==> config.mk <==
export PLATFORM = sky130hd
export DESIGN_NAME = shooter_mode_and_jam_reverse_core
export DESIGN_NICKNAME = d
export VERILOG_FILES = /design/src/hdl/smj_pkg.sv /design/src/hdl/shooter_mode_and_jam_reverse_core.sv /design/src/hdl/smj_cfg.sv /design/src/hdl/smj_step.sv
export SDC_FILE = /design/constraint.sdc
export NUM_CORES = 1
export LEC_CHECK = 0
export BUFFER_PORTS_ARGS = -buffer_cell sky130_fd_sc_hd__clkbuf_2
export CORE_MARGIN = 10
export CORE_UTILIZATION = 25
export DETAILED_ROUTE_END_ITERATION = 12
export GPL_TIMING_DRIVEN = 1
export PLACE_DENSITY_LB_ADDON = 0.08
export SLEW_MARGIN = 20
export SYNTH_ARGS = -nofsm -noshare
export SYNTH_HDL_FRONTEND = slang
export SYNTH_SLANG_ARGS = --single-unit
export TNS_END_PERCENT = 1
==> constraint.sdc <==
create_clock -name clk -period 7.4 [get_ports clk]
set_input_delay 0 -clock clk [delete_from_list [all_inputs] [get_ports clk]]
set_output_delay 0 -clock clk [all_outputs]
set_load 0.02 [all_outputs]
==> src/hdl/smj_pkg.sv <==
// shared types and constants for the shooter mode and jam reverse core
`default_nettype none

package smj_pkg;

	typedef enum logic [1:0] {
		MODE_STOP  = 2'd0,
		MODE_READY = 2'd1,
		MODE_FIRE  = 2'd2
	} mode_t;

	localparam logic [1:0] SW_OTHER = 2'd0;
	localparam logic [1:0] SW_UP    = 2'd1;
	localparam logic [1:0] SW_MID   = 2'd2;
	localparam logic [1:0] SW_DOWN  = 2'd3;

	localparam int CFG_IDX_W = 3;
	localparam int CFG_DATA_W = 16;

	localparam logic [CFG_IDX_W-1:0] CFG_PRESS_LONG    = 3'd0;
	localparam logic [CFG_IDX_W-1:0] CFG_SWITCH_LONG   = 3'd1;
	localparam logic [CFG_IDX_W-1:0] CFG_BLOCK_TICKS   = 3'd2;
	localparam logic [CFG_IDX_W-1:0] CFG_REVERSE_TICKS = 3'd3;
	localparam logic [CFG_IDX_W-1:0] CFG_BLOCK_SPEED   = 3'd4;
	localparam logic [CFG_IDX_W-1:0] CFG_TRIGGER_SPEED = 3'd5;
	localparam logic [CFG_IDX_W-1:0] CFG_FRICTION_SPD  = 3'd6;
	localparam logic [CFG_IDX_W-1:0] CFG_FRICTION_RDY  = 3'd7;

	typedef struct packed {
		logic [15:0]        press_long_ticks;
		logic [15:0]        switch_long_ticks;
		logic [15:0]        block_ticks;
		logic [15:0]        reverse_ticks;
		logic [14:0]        block_speed_rpm;
		logic signed [15:0] trigger_speed_rpm;
		logic [14:0]        friction_speed_rpm;
		logic [14:0]        friction_ready_rpm;
	} cfg_t;

	typedef struct packed {
		logic [1:0]         switch_pos;
		logic               mouse_left;
		logic               gimbal_stop;
		logic signed [15:0] trigger_rpm;
		logic signed [15:0] right_wheel_rpm;
	} item_t;

	typedef struct packed {
		logic [1:0]         mode;
		logic signed [15:0] trigger_set_rpm;
		logic signed [15:0] left_wheel_set_rpm;
		logic signed [15:0] right_wheel_set_rpm;
		logic               full_current_limit;
		logic               laser_en;
		logic               reversing;
	} result_t;

endpackage

`default_nettype wire

==> src/hdl/shooter_mode_and_jam_reverse_core.sv <==
// top level of the shooter mode and jam reverse core
`default_nettype none

// Launcher mode controller with trigger jam reversal. One transaction on the
// input channel is one control tick; it yields exactly one transaction on the
// output channel. A tick is taken into an input register, worked in a single
// combinational step that updates the mode, hold and jam state, and lands in
// the result register, so the block sustains one tick per clock while results
// are taken. One tick can wait in the input register while a finished result
// waits to be taken; only then does the input stall. Configuration writes take
// effect on the next clock and should be made only while idle.

module shooter_mode_and_jam_reverse_core
	import smj_pkg::*;
(
	input  wire logic                  clk,
	input  wire logic                  arst_n,
	input  wire logic                  cfg_wr_en,
	input  wire logic [CFG_IDX_W-1:0]  cfg_index,
	input  wire logic [CFG_DATA_W-1:0] cfg_data,
	input  wire logic                  in_valid,
	output logic                       in_ready,
	input  wire logic [1:0]            switch_pos,
	input  wire logic                  mouse_left,
	input  wire logic                  gimbal_stop,
	input  wire logic signed [15:0]    trigger_rpm,
	input  wire logic signed [15:0]    right_wheel_rpm,
	output logic                       out_valid,
	input  wire logic                  out_ready,
	output logic [1:0]                 mode,
	output logic signed [15:0]         trigger_set_rpm,
	output logic signed [15:0]         left_wheel_set_rpm,
	output logic signed [15:0]         right_wheel_set_rpm,
	output logic                       full_current_limit,
	output logic                       laser_en,
	output logic                       reversing
);

	cfg_t    cfg;
	item_t   item_s1;
	logic    valid_s1;
	result_t res;
	result_t res_q;
	logic    out_valid_q;
	logic    advance;
	logic    step_en;

	assign advance  = !out_valid_q || out_ready;
	assign step_en  = valid_s1 && advance;
	assign in_ready = !valid_s1 || advance;

	smj_cfg u_cfg (
		.clk       (clk),
		.arst_n    (arst_n),
		.cfg_wr_en (cfg_wr_en),
		.cfg_index (cfg_index),
		.cfg_data  (cfg_data),
		.cfg       (cfg)
	);

	always_ff @(posedge clk or negedge arst_n) begin
		if (!arst_n) begin
			valid_s1 <= 1'b0;
		end else if (in_ready) begin
			valid_s1 <= in_valid;
		end
	end

	always_ff @(posedge clk) begin
		if (in_valid && in_ready) begin
			item_s1.switch_pos      <= switch_pos;
			item_s1.mouse_left      <= mouse_left;
			item_s1.gimbal_stop     <= gimbal_stop;
			item_s1.trigger_rpm     <= trigger_rpm;
			item_s1.right_wheel_rpm <= right_wheel_rpm;
		end
	end

	smj_step u_step (
		.clk     (clk),
		.arst_n  (arst_n),
		.step_en (step_en),
		.item    (item_s1),
		.cfg     (cfg),
		.res     (res)
	);

	always_ff @(posedge clk or negedge arst_n) begin
		if (!arst_n) begin
			out_valid_q <= 1'b0;
		end else if (advance) begin
			out_valid_q <= valid_s1;
		end
	end

	always_ff @(posedge clk) begin
		if (step_en) begin
			res_q <= res;
		end
	end

	assign out_valid           = out_valid_q;
	assign mode                = res_q.mode;
	assign trigger_set_rpm     = res_q.trigger_set_rpm;
	assign left_wheel_set_rpm  = res_q.left_wheel_set_rpm;
	assign right_wheel_set_rpm = res_q.right_wheel_set_rpm;
	assign full_current_limit  = res_q.full_current_limit;
	assign laser_en            = res_q.laser_en;
	assign reversing           = res_q.reversing;

	// reverse drive only while firing
	a_rev_fire: assert property (@(posedge clk) disable iff (!arst_n)
		out_valid_q && res_q.reversing |-> res_q.mode == MODE_FIRE)
		else $error("reversing outside fire mode");

	// laser follows mode
	a_laser: assert property (@(posedge clk) disable iff (!arst_n)
		out_valid_q |-> res_q.laser_en == (res_q.mode != MODE_STOP))
		else $error("laser does not match mode");

	// wheels run in opposite directions
	a_wheels: assert property (@(posedge clk) disable iff (!arst_n)
		out_valid_q |-> res_q.right_wheel_set_rpm == -res_q.left_wheel_set_rpm)
		else $error("wheel setpoints not opposite");

	// stall on input only when both stages are full and the output is blocked
	a_stall: assert property (@(posedge clk) disable iff (!arst_n)
		!in_ready |-> valid_s1 && out_valid_q && !out_ready)
		else $error("input stalled with free stage");

	// a transaction in the input stage moves on when the output frees
	a_move: assert property (@(posedge clk) disable iff (!arst_n)
		valid_s1 && advance |=> out_valid_q)
		else $error("transaction lost between stages");

endmodule

`default_nettype wire

==> src/hdl/smj_cfg.sv <==
// configuration register file
`default_nettype none

module smj_cfg
	import smj_pkg::*;
(
	input  wire logic                  clk,
	input  wire logic                  arst_n,
	input  wire logic                  cfg_wr_en,
	input  wire logic [CFG_IDX_W-1:0]  cfg_index,
	input  wire logic [CFG_DATA_W-1:0] cfg_data,
	output cfg_t                       cfg
);

	cfg_t cfg_q;

	always_ff @(posedge clk or negedge arst_n) begin
		if (!arst_n) begin
			cfg_q.press_long_ticks   <= 16'd400;
			cfg_q.switch_long_ticks  <= 16'd2000;
			cfg_q.block_ticks        <= 16'd700;
			cfg_q.reverse_ticks      <= 16'd500;
			cfg_q.block_speed_rpm    <= 15'd100;
			cfg_q.trigger_speed_rpm  <= 16'sd2000;
			cfg_q.friction_speed_rpm <= 15'd6000;
			cfg_q.friction_ready_rpm <= 15'd4800;
		end else if (cfg_wr_en) begin
			case (cfg_index)
				CFG_PRESS_LONG:    cfg_q.press_long_ticks   <= cfg_data;
				CFG_SWITCH_LONG:   cfg_q.switch_long_ticks  <= cfg_data;
				CFG_BLOCK_TICKS:   cfg_q.block_ticks        <= cfg_data;
				CFG_REVERSE_TICKS: cfg_q.reverse_ticks      <= cfg_data;
				CFG_BLOCK_SPEED:   cfg_q.block_speed_rpm    <= cfg_data[14:0];
				CFG_TRIGGER_SPEED: cfg_q.trigger_speed_rpm  <= $signed(cfg_data);
				CFG_FRICTION_SPD:  cfg_q.friction_speed_rpm <= cfg_data[14:0];
				CFG_FRICTION_RDY:  cfg_q.friction_ready_rpm <= cfg_data[14:0];
				default: ;
			endcase
		end
	end

	assign cfg = cfg_q;

endmodule

`default_nettype wire

==> src/hdl/smj_step.sv <==
// mode choice, hold and jam counters and setpoint logic for one tick
`default_nettype none

module smj_step
	import smj_pkg::*;
(
	input  wire logic  clk,
	input  wire logic  arst_n,
	input  wire logic  step_en,
	input  wire item_t item,
	input  wire cfg_t  cfg,
	output result_t    res
);

	mode_t       mode_q, mode_n;
	logic        latched_q, seen_q;
	logic [15:0] btn_hold_q, btn_hold_n;
	logic [15:0] sw_hold_q, sw_hold_n;
	logic        running_q, running_n;
	logic        limit_q, limit_n;
	logic [15:0] jam_q, jam_n;
	logic [15:0] rev_cnt_q, rev_cnt_n;

	logic               rev;
	logic [16:0]        mag;
	logic signed [15:0] trig_set;
	logic signed [15:0] wheel;
	logic signed [15:0] neg_trig;

	always_comb begin
		mode_n = mode_q;
		case (item.switch_pos)
			SW_UP:   mode_n = MODE_FIRE;
			SW_MID:  mode_n = (latched_q && !seen_q) ? MODE_FIRE : MODE_READY;
			SW_DOWN: mode_n = MODE_STOP;
			default: ;
		endcase
		if (btn_hold_q == cfg.press_long_ticks || sw_hold_q == cfg.switch_long_ticks)
			mode_n = MODE_FIRE;
		if (item.gimbal_stop)
			mode_n = MODE_STOP;
	end

	always_comb begin
		if (!item.mouse_left)
			btn_hold_n = '0;
		else if (btn_hold_q < cfg.press_long_ticks)
			btn_hold_n = btn_hold_q + 16'd1;
		else
			btn_hold_n = btn_hold_q;

		if (mode_n == MODE_STOP || item.switch_pos != SW_UP)
			sw_hold_n = '0;
		else if (sw_hold_q < cfg.switch_long_ticks)
			sw_hold_n = sw_hold_q + 16'd1;
		else
			sw_hold_n = sw_hold_q;
	end

	always_comb begin
		mag = item.trigger_rpm[15] ? (17'd0 - {1'b1, item.trigger_rpm})
			: {1'b0, item.trigger_rpm};
		neg_trig = (cfg.trigger_speed_rpm == -16'sd32768) ? 16'sd32767
			: -cfg.trigger_speed_rpm;
		running_n = running_q;
		limit_n   = limit_q;
		jam_n     = jam_q;
		rev_cnt_n = rev_cnt_q;
		rev       = 1'b0;
		trig_set  = '0;
		case (mode_n)
			MODE_STOP: begin
				running_n = 1'b0;
				limit_n   = 1'b0;
			end
			MODE_READY: begin
				running_n = 1'b1;
				if (item.right_wheel_rpm > $signed({1'b0, cfg.friction_ready_rpm}))
					limit_n = 1'b1;
			end
			default: begin
				rev      = jam_q >= cfg.block_ticks;
				trig_set = rev ? neg_trig : cfg.trigger_speed_rpm;
				if (mag < {2'b00, cfg.block_speed_rpm} && jam_q < cfg.block_ticks) begin
					jam_n     = jam_q + 16'd1;
					rev_cnt_n = '0;
				end else if (jam_q == cfg.block_ticks && rev_cnt_q < cfg.reverse_ticks) begin
					rev_cnt_n = rev_cnt_q + 16'd1;
				end else begin
					jam_n = '0;
				end
			end
		endcase
		wheel = running_n ? $signed({1'b0, cfg.friction_speed_rpm}) : 16'sd0;
	end

	always_comb begin
		res.mode                = mode_n;
		res.trigger_set_rpm     = trig_set;
		res.left_wheel_set_rpm  = wheel;
		res.right_wheel_set_rpm = -wheel;
		res.full_current_limit  = limit_n;
		res.laser_en            = mode_n != MODE_STOP;
		res.reversing           = rev;
	end

	always_ff @(posedge clk or negedge arst_n) begin
		if (!arst_n) begin
			mode_q      <= MODE_STOP;
			latched_q   <= 1'b0;
			seen_q      <= 1'b0;
			btn_hold_q  <= '0;
			sw_hold_q   <= '0;
			running_q   <= 1'b0;
			limit_q     <= 1'b0;
			jam_q       <= '0;
			rev_cnt_q   <= '0;
		end else if (step_en) begin
			mode_q      <= mode_n;
			latched_q   <= item.mouse_left;
			seen_q      <= latched_q;
			btn_hold_q  <= btn_hold_n;
			sw_hold_q   <= sw_hold_n;
			running_q   <= running_n;
			limit_q     <= limit_n;
			jam_q       <= jam_n;
			rev_cnt_q   <= rev_cnt_n;
		end
	end

endmodule

`default_nettype wire

# Word level (Yosys, flattened, before mapping)
# Cells that the tools add are included.
# Widths: inputs -> output; s select.
word_totals:
  ff_bits: 286
  input_bits: 60
  elab_cells: 113
classes:
  n_addsub: 7
  n_lt_le_gt_ge: 7
  n_eq_ne: 18
  n_mux: 19
  n_bitwise: 1
  reduce_logical: 30
op_table:
  columns: ["cell", "n"]
  rows:
  - ["$mux 16", 10]
  - ["$add 16x1->16 const B", 4]
  - ["$lt 16x16->1", 4]
  - ["$eq 16x16->1", 3]
  - ["$neg 16->16", 2]
  - ["$reduce_and 2->1", 10]
  - ["$lt 17x15->1", 1]
  - ["$mux 17", 1]
  - ["$sub 1x17->17 const A", 1]
  - ["$eq 16x16->1 const B", 1]
  - ["$ge 16x16->1", 1]
  - ["$gt 16x16->1", 1]
  - ["$mux 15", 1]
  - ["$eq 3x3->1 const B", 4]
  - ["$eq 3x2->1 const B", 2]
  - ["$mux 2", 3]
  - ["$ne 2x1->1 const B", 3]
  - ["$pmux 2 s3", 1]
  - ["$reduce_and 3->1", 2]
  - ["$reduce_bool 2->1", 3]
  - ["$logic_and 1x1->1", 5]
  - ["$eq 2x1->1 const B", 2]
  - ["$eq 2x2->1 const B", 2]
  - ["$logic_or 1x1->1", 4]
  - ["8 further kinds", 11]

# Longest topological paths before layout
# Gate-level depths: netlist of run 1.
depth:
  depth_word: 10
  ltp_mapped: 16

# Cells and area by module
# From an unflattened synthesis of run 1, not the netlist that was laid out.
unflattened:
  hier_cells: 1307
  area_unflattened_um2: 14936.8
by_module_without_submodules:
  columns: ["module", "instances", "cells_per_inst", "area_each_um2"]
  rows:
  - ["smj_step", 1, 937, 7303.3]
  - ["smj_cfg", 1, 273, 4857.2]
  - ["shooter_mode_and_jam_reverse_core", 1, 97, 2776.4]

# Worst setup path after synthesis of run 1
# OpenSTA, ideal clock, no wires.
synth_timing:
  kind: "reg2reg"
  start: "register item_s1[18] (netlist name)"
  end: "register u_step.jam_q[0]"
  t_arrival_ns: 3.469
  t_required_ns: 7.275
  path_slack_ns: 3.806
  path_stages_with_launch: 15
  n_path_buf: 0
  synth_period_minus_slack_ns: 3.594
  path_cell_list: "edfxtp_1 -> or3_1 -> nor2_1 -> nand2_1 -> or3_1 -> o21ai_0 -> xnor2_1 -> ha_1 -> a21oi_1 -> o21ai_0 -> a211oi_1 -> a21oi_1 -> o311ai_2 -> nand2_2 -> mux2_2"
synth_via:
  elab_chain_len: 6
synth_lines:
  columns: ["element", "line_no", "source"]
  rows:
  - ["start, declared", "shooter_mode_and_jam_reverse_core.sv:40", "item_t item_s1;"]
  - ["$sub 1x17->17", "smj_step.sv:61", "mag = item.trigger_rpm[15] ? (17'd0 - {1'b1, item.trigger_rpm})"]
  - ["$mux 17 *", "smj_step.sv:61", null]
  - ["$lt 17x15->1 *", "smj_step.sv:84", "if (mag < {2'b00, cfg.block_speed_rpm} && jam_q < cfg.block_ticks) begin"]
  - ["$logic_and 1x1->1 *", "smj_step.sv:84", null]
  - ["$ne 2x1->1 (no line)", null, null]
  - ["$reduce_and 3->1 (no line)", null, null]
  - ["end signal, assigned", "smj_step.sv:126", "jam_q <= jam_n;"]
  - ["end, declared", "smj_step.sv:21", "logic [15:0] jam_q, jam_n;"]
# Mark *: on every way between the ends. The rest lies on a longest branch, timed or not.
# A chain may end at the register's enable or synchronous reset.

# Final worst setup path of run 1
# Ends and elaborated chain as after synthesis.

==> tab_implementation.tex, run 1 <==
\begin{tabular}{lr}
\hline
Metric & Value \\
\hline
\multicolumn{2}{l}{\textbf{Outcome}} \\
\quad Status & finished, violations left \\
\quad Violations in the final reports & hold timing \\
\multicolumn{2}{l}{\textbf{Logic synthesis}} \\
\quad Synthesized netlist net count & 1545 \\
\quad Number of synthesized flops with an enable pin & 87 \\
\quad Post-synthesis average cell area & 10.6 um2 \\
\quad Leading post-synthesis cells by cell area & dfrtp\_1 (27\%), edfxtp\_1 (18\%), ha\_1 (8.4\%) \\
\quad Number of warning messages in the yosys log & 0 \\
\quad Most area-hungry cell type in the Yosys netlist & dfrtp\_1 \\
\quad Area share of the largest cell type after synthesis & 26.5\% \\
\quad Number of distinct library cell variants in the gate-level netlist after synthesis & 75 \\
\quad Portion of the post-synthesis area used by sequential elements & 51.6\% \\
\quad Synthesized area & 0.0147 mm2 \\
\quad \#FFs+latches synth & 284 \\
\quad Top cell types by occurrence after synthesis & dfrtp\_1 (156), nand2\_1 (131), inv\_1 (117), o21ai\_0 (104), ha\_1 (99) \\
\quad Most used flip-flop cell after synthesis & dfrtp\_1 \\
\quad Most frequent cell after synthesis & dfrtp\_1 \\
\quad Instance count of the mapped netlist & 1386 \\
\quad Fraction of registers with async set or reset after synthesis & 69.4\% \\
\multicolumn{2}{l}{\textbf{Die}} \\
\quad Effective utilization at floorplan & 25.4\% \\
\quad Die X & 263 um \\
\quad Cell Rows & 88 \\
\quad Top-Level Pins & 115 \\
\quad Area inside the core boundary & 0.0580 mm2 \\
\quad Die area & 0.0690 mm2 \\
\quad Overall die height & 263 um \\
\multicolumn{2}{l}{\textbf{Global route}} \\
\quad Number of global-route vias before repair & 11055 \\
\quad Total global routing track utilization & 12.9\% \\
\quad Largest net degree at the start of global routing & 84 \\
\quad GRT overflow & 0 \\
\quad Wire length of the first global-routing pass & 69700 um \\
\quad Initial antenna violation count & 5 \\
\multicolumn{2}{l}{\textbf{Timing}} \\
\quad Maximum operating frequency & 0.240 GHz \\
\quad Worst Skew & 0.0257 ns \\
\quad Max-slew violation count & 0 \\
\quad Final Cycle Share & 56.3\% \\
\quad Count of final hold-check violations & 2 \\
\quad Actual slew at the worst max-slew pin & 1.03 ns \\
\quad Post-layout min period & 4.17 ns \\
\quad Hold slack final & -0.0135 ns \\
\quad RSZ-0062 raised after global routing & false \\
\quad Final-layout setup total negative slack & 0 ns \\
\quad Final setup fails & 0 \\
\quad Relative max-transition margin & 31.0\% \\
\multicolumn{2}{l}{\textbf{Setup path}} \\
\quad Data arrival time of the critical path & 4.60 ns \\
\quad Setup Crit Path Kind & register to register \\
\quad Delay contributed by the slowest stage of the critical path & 0.63 ns \\
\quad Chain of cells forming the critical path & or3\_1 -> nor2\_1 -> nand2\_1 -> or3\_1 -> o21ai\_0 -> xnor2\_1 -> ha\_1 -> a21oi\_1 -> o21ai\_0 -> a211oi\_1 -> a21oi\_1 -> o311ai\_2 -> nand2\_2 -> mux2\_2 \\
\quad Master of the slowest instance on the critical path & o311ai\_2 \\
\quad Maximum fanout along the worst path & 9 \\
\quad Worst Setup End Kind & register \\
\quad Required time of the worst setup path & 7.83 ns \\
\quad Type of element launching the critical path & register \\
\multicolumn{2}{l}{\textbf{Routing}} \\
\quad Detailed-router iteration count before antenna repair & 5 \\
\quad Wirelength, routed & 44600 um \\
\quad Drt first-iter violations & 531 \\
\quad Total via count after detailed routing & 10924 \\
\quad Number of antenna-violating nets in the routed design & 0 \\
\quad Detail-routed via count per cell & 4.67 \\
\quad Post-route DRC violation count & 0 \\
\quad Routed wire length per instance & 19.0 um \\
\multicolumn{2}{l}{\textbf{Cells and area}} \\
\quad Fraction of final layout cells with drive strength greater than 1 & 20.7\% \\
\quad Layout area overhead & 21.1\% \\
\quad Non-filler cells in the finished layout & 2340 \\
\quad Fill cell instance count of the final layout & 5914 \\
\quad Layout Utilization & 30.7\% \\
\quad \# nets final & 1704 \\
\multicolumn{2}{l}{\textbf{Clock network}} \\
\quad Clock-pin slew of the registers on the worst-case setup and hold paths & 0.06 ns \\
\quad Total clock buffers created by CTS & 38 \\
\quad Number of levels the H-tree was split into & 2 \\
\quad Setup bufs post-CTS & 0 \\
\quad Root buffer selected by CTS & clkbuf\_16 \\
\quad TritonCTS clock tree & yes \\
\quad Number of buffers on the longest clock path & 3 \\
\quad CTS Sinks & 284 \\
\quad Clock latency on the worst-skew pair & 0.54 ns \\
\multicolumn{2}{l}{\textbf{Placement}} \\
\quad DPL Wire Length & 30500 um \\
\quad Total instance count after detailed placement & 2222 \\
\quad Routability Congestion & 0.760 \\
\quad PortBufs & 113 \\
\multicolumn{2}{l}{\textbf{Pwr}} \\
\quad Maximum resistive drop on vdd & 147 uV \\
\quad Leakage & 7.59 nW \\
\quad Total power divided by cell area & 260 mW/mm2 \\
\multicolumn{2}{l}{\textbf{Hold path}} \\
\quad Worst hold path class & input pin to register \\
\multicolumn{2}{l}{\textbf{Job}} \\
\quad Max Cap Violations & 0 \\
\hline
\end{tabular}
==> critical path, delay by kind of cell, from the launching register on <==
| family | cells | cell delay [ns] |
|---|---|---|
| DFF | 1 | 0.43 |
| and+or+nand+nor | 5 | 1.33 |
| adders and majority gates | 1 | 0.26 |
| AOI/OAI and AO/OA | 6 | 1.56 |
| muxes | 1 | 0.34 |
| xor gates and xnor gates | 1 | 0.15 |
==> path summary, 6_finish.rpt <==
kind	startpoint	end	slack (ns)	cells after the start
max	item_s1[18]	u_step.jam_q[0]	3.23	14
min	cfg_data[10]	u_cfg.cfg[103]	-0.01	3
max reg2reg	item_s1[18]	u_step.jam_q[0]	3.23	14
min reg2reg	u_step.seen_q	u_step.seen_q	0.49	2
max in group asynchronous	arst_n	u_cfg.cfg[22]	5.96	3
min in group asynchronous	arst_n	out_valid	0.05	2
==> flip-flops by register name, summed over array words and instances (netlist names), 14 cells and up <==
name	count
item_s1	36
u_cfg.cfg	125
u_step.btn_hold_q	16
right_wheel_set_rpm	16
u_step.sw_hold_q	16
u_step.jam_q	16
left_wheel_set_rpm	14
u_step.rev_cnt_q	16
trigger_set_rpm	16
==> cells by family (layout without fill, tap and decap cells) <==
family,Yosys count,after routing,synth area share [%]
simple gates,418,418,15.1
mux,69,69,5.27
other cells,1,2,0.0255
buf+inv,172,360,4.62
flops,284,284,51.6
compound gates,319,319,13.5
xor+xnor,24,24,1.43
fa+ha+maj,99,99,8.41
==> cell usage in the layout (no fill, tap or decap), types with 14 or more instances in the layout <==
cell type,instances
clkbuf_16,39
edfxtp_1,87
nor2b_1,19
o31ai_1,26
dfstp_2,41
or4_1,19
inv_1,116
a21oi_1,84
o21ai_0,104
clkbuf_2,112
nor4_1,14
nand2b_1,22
xnor2_1,19
nor2_1,40
nand2_1,131
and3_1,18
clkbuf_1,15
mux2_2,68
nor3_1,24
or3_1,27
dfrtp_1,156
nand3_1,33
nand4_1,29
a21o_1,21
dlygate4sd3_1,47
ha_1,99
==> final cells by class <==
type	instances	area, um2	area share [%]
Clock buffer	56	1060	5.94
Antenna cell	1	2.50	0.0140
Multi-Input combinational cell	930	6510	36.5
Tap cell	765	957	5.37
Sequential cell	284	7590	42.6
Timing Repair Buffer	174	1150	6.47
Clock inverter	13	119	0.667
Inverter	117	439	2.46
==> routing by layer <==
metal / wire length (um) / vias to the layer above / GRT usage (%) / part of all wire [%]
met4: 717 / 0 / 3.26 / 1.6
met1: 21700 / 5343 / 17.9 / 49
met5: 0 / - / 0 / 0
met3: 1760 / 43 / 2.03 / 3.9
li1: - / 5365 / - / -
met2: 20400 / 173 / 20.4 / 46
==> where the power goes <==
part | leakage (nW) | switching [mW] | internal (mW)
logic | 3.73 | 0.507 | 0.340
clock network | 0.578 | 0.707 | 1.06
registers | 3.29 | 0.138 | 1.88
total | 7.59 | 1.35 | 3.28
==> per-stage QoR <==
step / power (mW) / instance area [um2] / setup WS [ns]
3_5_place_dp: 2.89 / 16200 / 3.25
2_1_floorplan: 2.58 / 14700 / 3.81
5_1_grt: 4.94 / 17800 / 2.86
4_1_cts: 4.73 / 17800 / 3.22
6_report: 4.63 / 17800 / 3.23
3_3_place_gp: 2.88 / 16200 / 3.33
==> timing repair <==
action	4_1_cts	5_1_grt
hold buffers	47	0
endpoints found under the hold margin	134	0
gates resized for setup	0	0
(Power assumes the default switching activity.)
==> run 2: changes to the inputs <==
clock period = 4.3 ns   (was 7.4 ns; I/O delays follow)
==> tab_implementation.tex, run 2 (synthesis gave the netlist of run 1 again) <==
\begin{tabular}{lr}
\hline
Metric & Value \\
\hline
\multicolumn{2}{l}{\textbf{Hold path}} \\
\quad Worst hold path class & input pin to register \\
\quad Number of cells on the worst hold path & 3 \\
\multicolumn{2}{l}{\textbf{Clock network}} \\
\quad Setup bufs post-CTS & 0 \\
\quad Number of buffers on the longest clock path & 3 \\
\quad Total clock buffers created by CTS & 38 \\
\quad Root buffer selected by CTS & clkbuf\_16 \\
\quad Clock latency on the worst-skew pair & 0.57 ns \\
\quad Number of levels the H-tree was split into & 2 \\
\quad Clock-pin slew of the registers on the worst-case setup and hold paths & 0.06 ns \\
\quad TritonCTS clock tree & yes \\
\quad CTS Sinks & 284 \\
\multicolumn{2}{l}{\textbf{Timing}} \\
\quad Post-layout min period & 3.90 ns \\
\quad Hold slack final & -0.00875 ns \\
\quad Final Cycle Share & 90.8\% \\
\quad Final setup fails & 0 \\
\quad Final-layout setup total negative slack & 0 ns \\
\quad Worst Skew & 0.0271 ns \\
\quad Relative max-transition margin & 32.2\% \\
\quad Maximum operating frequency & 0.256 GHz \\
\quad Count of final hold-check violations & 2 \\
\quad RSZ-0062 raised after global routing & false \\
\quad Max-slew violation count & 0 \\
\quad Actual slew at the worst max-slew pin & 1.01 ns \\
\multicolumn{2}{l}{\textbf{Die}} \\
\quad Die X & 263 um \\
\quad Cell Rows & 88 \\
\quad Effective utilization at floorplan & 25.4\% \\
\quad Die area & 0.0690 mm2 \\
\quad Overall die height & 263 um \\
\quad Top-Level Pins & 115 \\
\quad Area inside the core boundary & 0.0580 mm2 \\
\multicolumn{2}{l}{\textbf{Setup path}} \\
\quad Number of buffers and inverters on the critical path & 1 \\
\quad Number of logic stages on the critical path including buffering & 15 \\
\quad Depth of the worst register-to-register path & 15 \\
\quad Delay contributed by the slowest stage of the critical path & 0.44 ns \\
\quad Setup Crit Path Kind & register to register \\
\quad R2R Path End & u\_step.jam\_q[0] \\
\quad Chain of cells forming the critical path & or3\_1 -> nor2\_1 -> nand2\_1 -> or3\_1 -> o21ai\_0 -> xnor2\_1 -> ha\_1 -> a21oi\_1 -> o21ai\_0 -> a211oi\_1 -> a21oi\_2 -> nor3\_2 -> buf\_4 -> and2\_4 -> mux2\_2 \\
\quad Master of the slowest instance on the critical path & edfxtp\_1 \\
\quad Register-to-register setup slack & 0.40 ns \\
\quad Reg-to-reg startpoint & item\_s1[18] \\
\quad Maximum fanout along the worst path & 16 \\
\quad Cell type group with the largest total delay on the critical path & simple AND/OR/NAND/NOR gates \\
\quad Worst setup path end & u\_step.jam\_q[0] \\
\quad CP Launch Point & item\_s1[18] \\
\quad Type of element launching the critical path & register \\
\quad Worst Setup End Kind & register \\
\quad Data arrival time of the critical path & 4.40 ns \\
\quad Required time of the worst setup path & 4.79 ns \\
\multicolumn{2}{l}{\textbf{Pwr}} \\
\quad Maximum resistive drop on vdd & 239 uV \\
\quad Total power divided by cell area & 455 mW/mm2 \\
\quad Overall Power & 8.23 mW \\
\quad Leakage & 7.71 nW \\
\multicolumn{2}{l}{\textbf{Routing}} \\
\quad Wirelength, routed & 45300 um \\
\quad Detailed-router iteration count before antenna repair & 5 \\
\quad Total via count after detailed routing & 11008 \\
\quad Number of antenna-violating nets in the routed design & 0 \\
\quad Detail-routed via count per cell & 4.68 \\
\quad Detailed-routed wire length on met2 & 20800 um \\
\quad Routed wire length per instance & 19.3 um \\
\quad Routed metal-1 wirelength & 21700 um \\
\quad Drt first-iter violations & 510 \\
\quad Top layer reached by signal wires & met4 \\
\quad Met3 wire length & 2080 um \\
\quad Post-route DRC violation count & 0 \\
\multicolumn{2}{l}{\textbf{Global route}} \\
\quad Wire length of the first global-routing pass & 70900 um \\
\quad Number of global-route vias before repair & 11315 \\
\quad Total global routing track utilization & 13.2\% \\
\quad Largest net degree at the start of global routing & 91 \\
\quad Initial antenna violation count & 5 \\
\quad GRT overflow & 0 \\
\multicolumn{2}{l}{\textbf{Cells and area}} \\
\quad Largest register FFs & 125 \\
\quad Layout area overhead & 22.8\% \\
\quad Fill cell instance count of the final layout & 5935 \\
\quad \# nets final & 1715 \\
\quad Leading cell types in the layout, fill and taps excluded & dfrtp\_1 (156), nand2\_1 (131), inv\_1 (116) \\
\quad Fraction of final layout cells with drive strength greater than 1 & 21.7\% \\
\quad Most common cell after layout, fill and taps aside & dfrtp\_1 \\
\multicolumn{2}{l}{\textbf{Placement}} \\
\quad Routability Congestion & 0.784 \\
\quad PortBufs & 113 \\
\quad DPL Wire Length & 30900 um \\
\multicolumn{2}{l}{\textbf{Outcome}} \\
\quad Status & finished, violations left \\
\quad Violations in the final reports & hold timing \\
\multicolumn{2}{l}{\textbf{Job}} \\
\quad Max Cap Violations & 0 \\
\hline
\end{tabular}
-- run 2: changes by cell type in the layout (fill, tap and decap cells not counted), moves of 2 or more --
cell | before | now
clkbuf_8 | 3 | 8
clkbuf_1 | 15 | 8
clkinv_8 | 0 | 2
buf_4 | 13 | 20
dlygate4sd3_1 | 47 | 50
-- run 2: worst min-delay path by stage --
| stage | startpoint | end |
|---|---|---|
| floorplan | arst_n | out_valid |
| global placement | arst_n | valid_s1 |
| detailed placement | arst_n | out_valid |
| CTS | cfg_data[8] | u_cfg.cfg[117] |
| global route | cfg_data[14] | u_cfg.cfg[107] |
| finish | cfg_data[11] | u_cfg.cfg[88] |
-- run 2: tightest hold or removal path, stage by stage --
cell and delay (ns):
clkbuf_2 0.31, nand2_1 0.13, o21ai_0 0.07
-- run 2: what timing repair did --
item | in CTS | in global routing
hold endpoints to repair | 153 | 0
hold buffers | 51 | 0
setup endpoints to repair | 0 | 5
gates resized for setup | 0 | 2
-- run 2: final cells by class --
type,count,area (um2),area share (%)
Multi-Input combinational cell,930,6520,36.1
Antenna cell,2,5.00,0.0277
Timing Repair Buffer,185,1270,7.04
Clock inverter,16,186,1.03
Sequential cell,284,7590,42.0
Clock buffer,54,1100,6.10
Tap cell,765,957,5.29
Inverter,117,439,2.43
-- run 2: per-stage QoR --
stage	cells	util, %	hold slack (ns)	cell area [um2]	setup slack (ns)
3_5_place_dp	2230	28.0	0.0244	16200	0.375
6_report	2353	31.2	-0.00875	18100	0.396
5_1_grt	2351	31.1	0.0125	18100	0.0345
3_3_place_gp	2230	28.0	0.0222	16200	0.377
2_1_floorplan	1386	-	-0.296	14700	0.706
4_1_cts	2351	31.1	0.00837	18100	0.313
-- run 2: power by group --
group | switching, mW | leakage, nW | internal (mW)
logic | 0.878 | 3.79 | 0.595
registers | 0.248 | 3.29 | 3.23
clock network | 1.30 | 0.636 | 1.98
total | 2.43 | 7.71 | 5.81
-- run 2: routing by layer --
layer	track usage [%]	up-vias
li1	-	5366
met1	17.7	5411
met2	21.2	188
met3	2.58	43
met4	3.58	0
met5	0	-
==> run 3: changes to the inputs <==
ABC_AREA = 0   (was default)
CELL_PAD_IN_SITES_DETAIL_PLACEMENT = 2   (was default)
CELL_PAD_IN_SITES_GLOBAL_PLACEMENT = 2   (was default)
HOLD_SLACK_MARGIN = 0.12   (was default)
==> tab_implementation.tex, run 3 (synthesis gave the netlist of run 1 again) <==
\begin{tabular}{lr}
\hline
Metric & Value \\
\hline
\multicolumn{2}{l}{\textbf{Routing}} \\
\quad Routed wire length per instance & 21.2 um \\
\quad Detailed-router iteration count before antenna repair & 4 \\
\quad Drt first-iter violations & 389 \\
\quad Wirelength, routed & 50200 um \\
\quad Post-route DRC violation count & 0 \\
\quad Number of antenna-violating nets in the routed design & 0 \\
\quad Total via count after detailed routing & 11467 \\
\quad Detail-routed via count per cell & 4.84 \\
\multicolumn{2}{l}{\textbf{Clock network}} \\
\quad Number of buffers on the longest clock path & 3 \\
\quad Clock-pin slew of the registers on the worst-case setup and hold paths & 0.06 ns \\
\quad CTS Sinks & 284 \\
\quad Setup bufs post-CTS & 0 \\
\quad Clock latency on the worst-skew pair & 0.55 ns \\
\quad Number of levels the H-tree was split into & 2 \\
\quad Root buffer selected by CTS & clkbuf\_16 \\
\quad Total clock buffers created by CTS & 39 \\
\quad TritonCTS clock tree & yes \\
\multicolumn{2}{l}{\textbf{Timing}} \\
\quad Actual slew at the worst max-slew pin & 1.06 ns \\
\quad Worst setup margin & 0.387 ns \\
\quad Count of final hold-check violations & 0 \\
\quad Final setup fails & 0 \\
\quad Worst Skew & 0.0150 ns \\
\quad Final-layout setup total negative slack & 0 ns \\
\quad Maximum operating frequency & 0.256 GHz \\
\quad Final Cycle Share & 91.0\% \\
\quad Max-slew violation count & 0 \\
\quad Post-layout min period & 3.91 ns \\
\quad RSZ-0062 raised after global routing & false \\
\quad Relative max-transition margin & 29.2\% \\
\multicolumn{2}{l}{\textbf{Pwr}} \\
\quad Total power divided by cell area & 451 mW/mm2 \\
\quad Leakage & 7.72 nW \\
\quad Maximum resistive drop on vdd & 263 uV \\
\multicolumn{2}{l}{\textbf{Global route}} \\
\quad Number of global-route vias before repair & 12629 \\
\quad Wire length of the first global-routing pass & 78900 um \\
\quad Largest net degree at the start of global routing & 89 \\
\quad Initial antenna violation count & 4 \\
\quad GRT overflow & 0 \\
\quad Total global routing track utilization & 14.5\% \\
\multicolumn{2}{l}{\textbf{Placement}} \\
\quad Cell area after placement & 0.0163 mm2 \\
\quad PortBufs & 113 \\
\quad Worst slack at placement & 0.242 ns \\
\quad Routability Congestion & 0.750 \\
\quad DPL Wire Length & 35100 um \\
\multicolumn{2}{l}{\textbf{Cells and area}} \\
\quad Number of antenna cells inserted & 0 \\
\quad Leading cell types in the layout, fill and taps excluded & dfrtp\_1 (156), nand2\_1 (131), inv\_1 (116) \\
\quad Final instance area & 0.0181 mm2 \\
\quad Most common cell after layout, fill and taps aside & dfrtp\_1 \\
\quad Largest register FFs & 125 \\
\quad Fraction of final layout cells with drive strength greater than 1 & 21.3\% \\
\quad \# nets final & 1731 \\
\quad Layout area overhead & 23.0\% \\
\multicolumn{2}{l}{\textbf{Die}} \\
\quad Area inside the core boundary & 0.0580 mm2 \\
\quad Cell Rows & 88 \\
\quad Die area & 0.0690 mm2 \\
\quad Top-Level Pins & 115 \\
\quad Die X & 263 um \\
\quad Overall die height & 263 um \\
\quad Effective utilization at floorplan & 25.4\% \\
\multicolumn{2}{l}{\textbf{Setup path}} \\
\quad Worst Setup End Kind & register \\
\quad Setup Crit Path Kind & register to register \\
\quad Type of element launching the critical path & register \\
\quad Maximum fanout along the worst path & 16 \\
\quad Data arrival time of the critical path & 4.40 ns \\
\quad Required time of the worst setup path & 4.79 ns \\
\multicolumn{2}{l}{\textbf{Job}} \\
\quad Max Cap Violations & 0 \\
\multicolumn{2}{l}{\textbf{Hold path}} \\
\quad Worst hold path class & input pin to register \\
\multicolumn{2}{l}{\textbf{Outcome}} \\
\quad Status & finished, final reports clean \\
\hline
\end{tabular}
## run 3: changes by cell type in the layout (fill, tap and decap cells not counted), moves of 3 or more
cell and change:
dlygate4sd3_1 +11, clkbuf_1 +8, buf_4 +5, clkinv_2 -3, bufinv_16 -3
## run 3: routing by layer
metal,up-vias,track usage [%],part of all wire [%]
li1,5387,-,-
met1,5868,19.3,47
met2,156,24.4,48
met3,56,2.15,3.8
met4,0,3.74,1.9
met5,-,0,0
## run 3: final timing paths
check | slack [ns] | endpoint | from | cells past startpoint
worst max-delay path | 0.39 | u_step.jam_q[0] | item_s1[18] | 15
worst min-delay path | 0.16 | u_cfg.cfg[103] | cfg_index[0] | 6
worst max register to register | 0.39 | u_step.jam_q[0] | item_s1[18] | 15
worst min register to register | 0.50 | u_step.seen_q | u_step.seen_q | 2
max in group asynchronous | 2.43 | u_step.sw_hold_q[4] | arst_n | 4
min in group asynchronous | 0.60 | u_step.sw_hold_q[1] | arst_n | 3
## run 3: cell type report
| cell class | count | area, um2 |
|---|---|---|
| well taps | 765 | 957 |
| clock inverters | 7 | 37.5 |
| flip-flops and latches | 284 | 7590 |
| inverters | 117 | 439 |
| repair buffers | 200 | 1390 |
| fillers | 6262 | 39900 |
| multi-input cells | 930 | 6510 |
| clock buffers | 64 | 1180 |
## run 3: report_power, final
group          switching [mW]  internal [mW]
sequential              0.257           3.24
clock                    1.27           1.87
combinational           0.919          0.619
total                    2.44           5.73
## run 3: repair_timing
| item | CTS | global route |
|---|---|---|
| hold buffers | 61 | 0 |
| setup endpoints to repair | 0 | 18 |
| endpoints found under the hold margin | 222 | 0 |
| gates resized for setup | 0 | 3 |
## run 3: metrics by stage
step	util, %	cells	power (mW)	hold WS, ns
6_report	31.2	2367	8.17	0.155
5_1_grt	31.2	2367	8.69	0.147
4_1_cts	31.2	2367	8.34	0.123
3_5_place_dp	28.0	2235	5.07	0.161
3_3_place_gp	28.0	2235	5.00	0.159
2_1_floorplan	-	1386	4.44	-0.296
## run 3: critical path: stages (launching register included)
cell and delay (ns):
edfxtp_1 0.43, or3_1 0.44, nor2_1 0.15, nand2_1 0.12, or3_1 0.38, o21ai_0 0.22
xnor2_1 0.15, ha_1 0.26, a21oi_1 0.15, o21ai_0 0.17, a211oi_2 0.26, a21oi_2 0.13
nor3_2 0.24, buf_12 0.19, and2_4 0.33, mux2_2 0.21
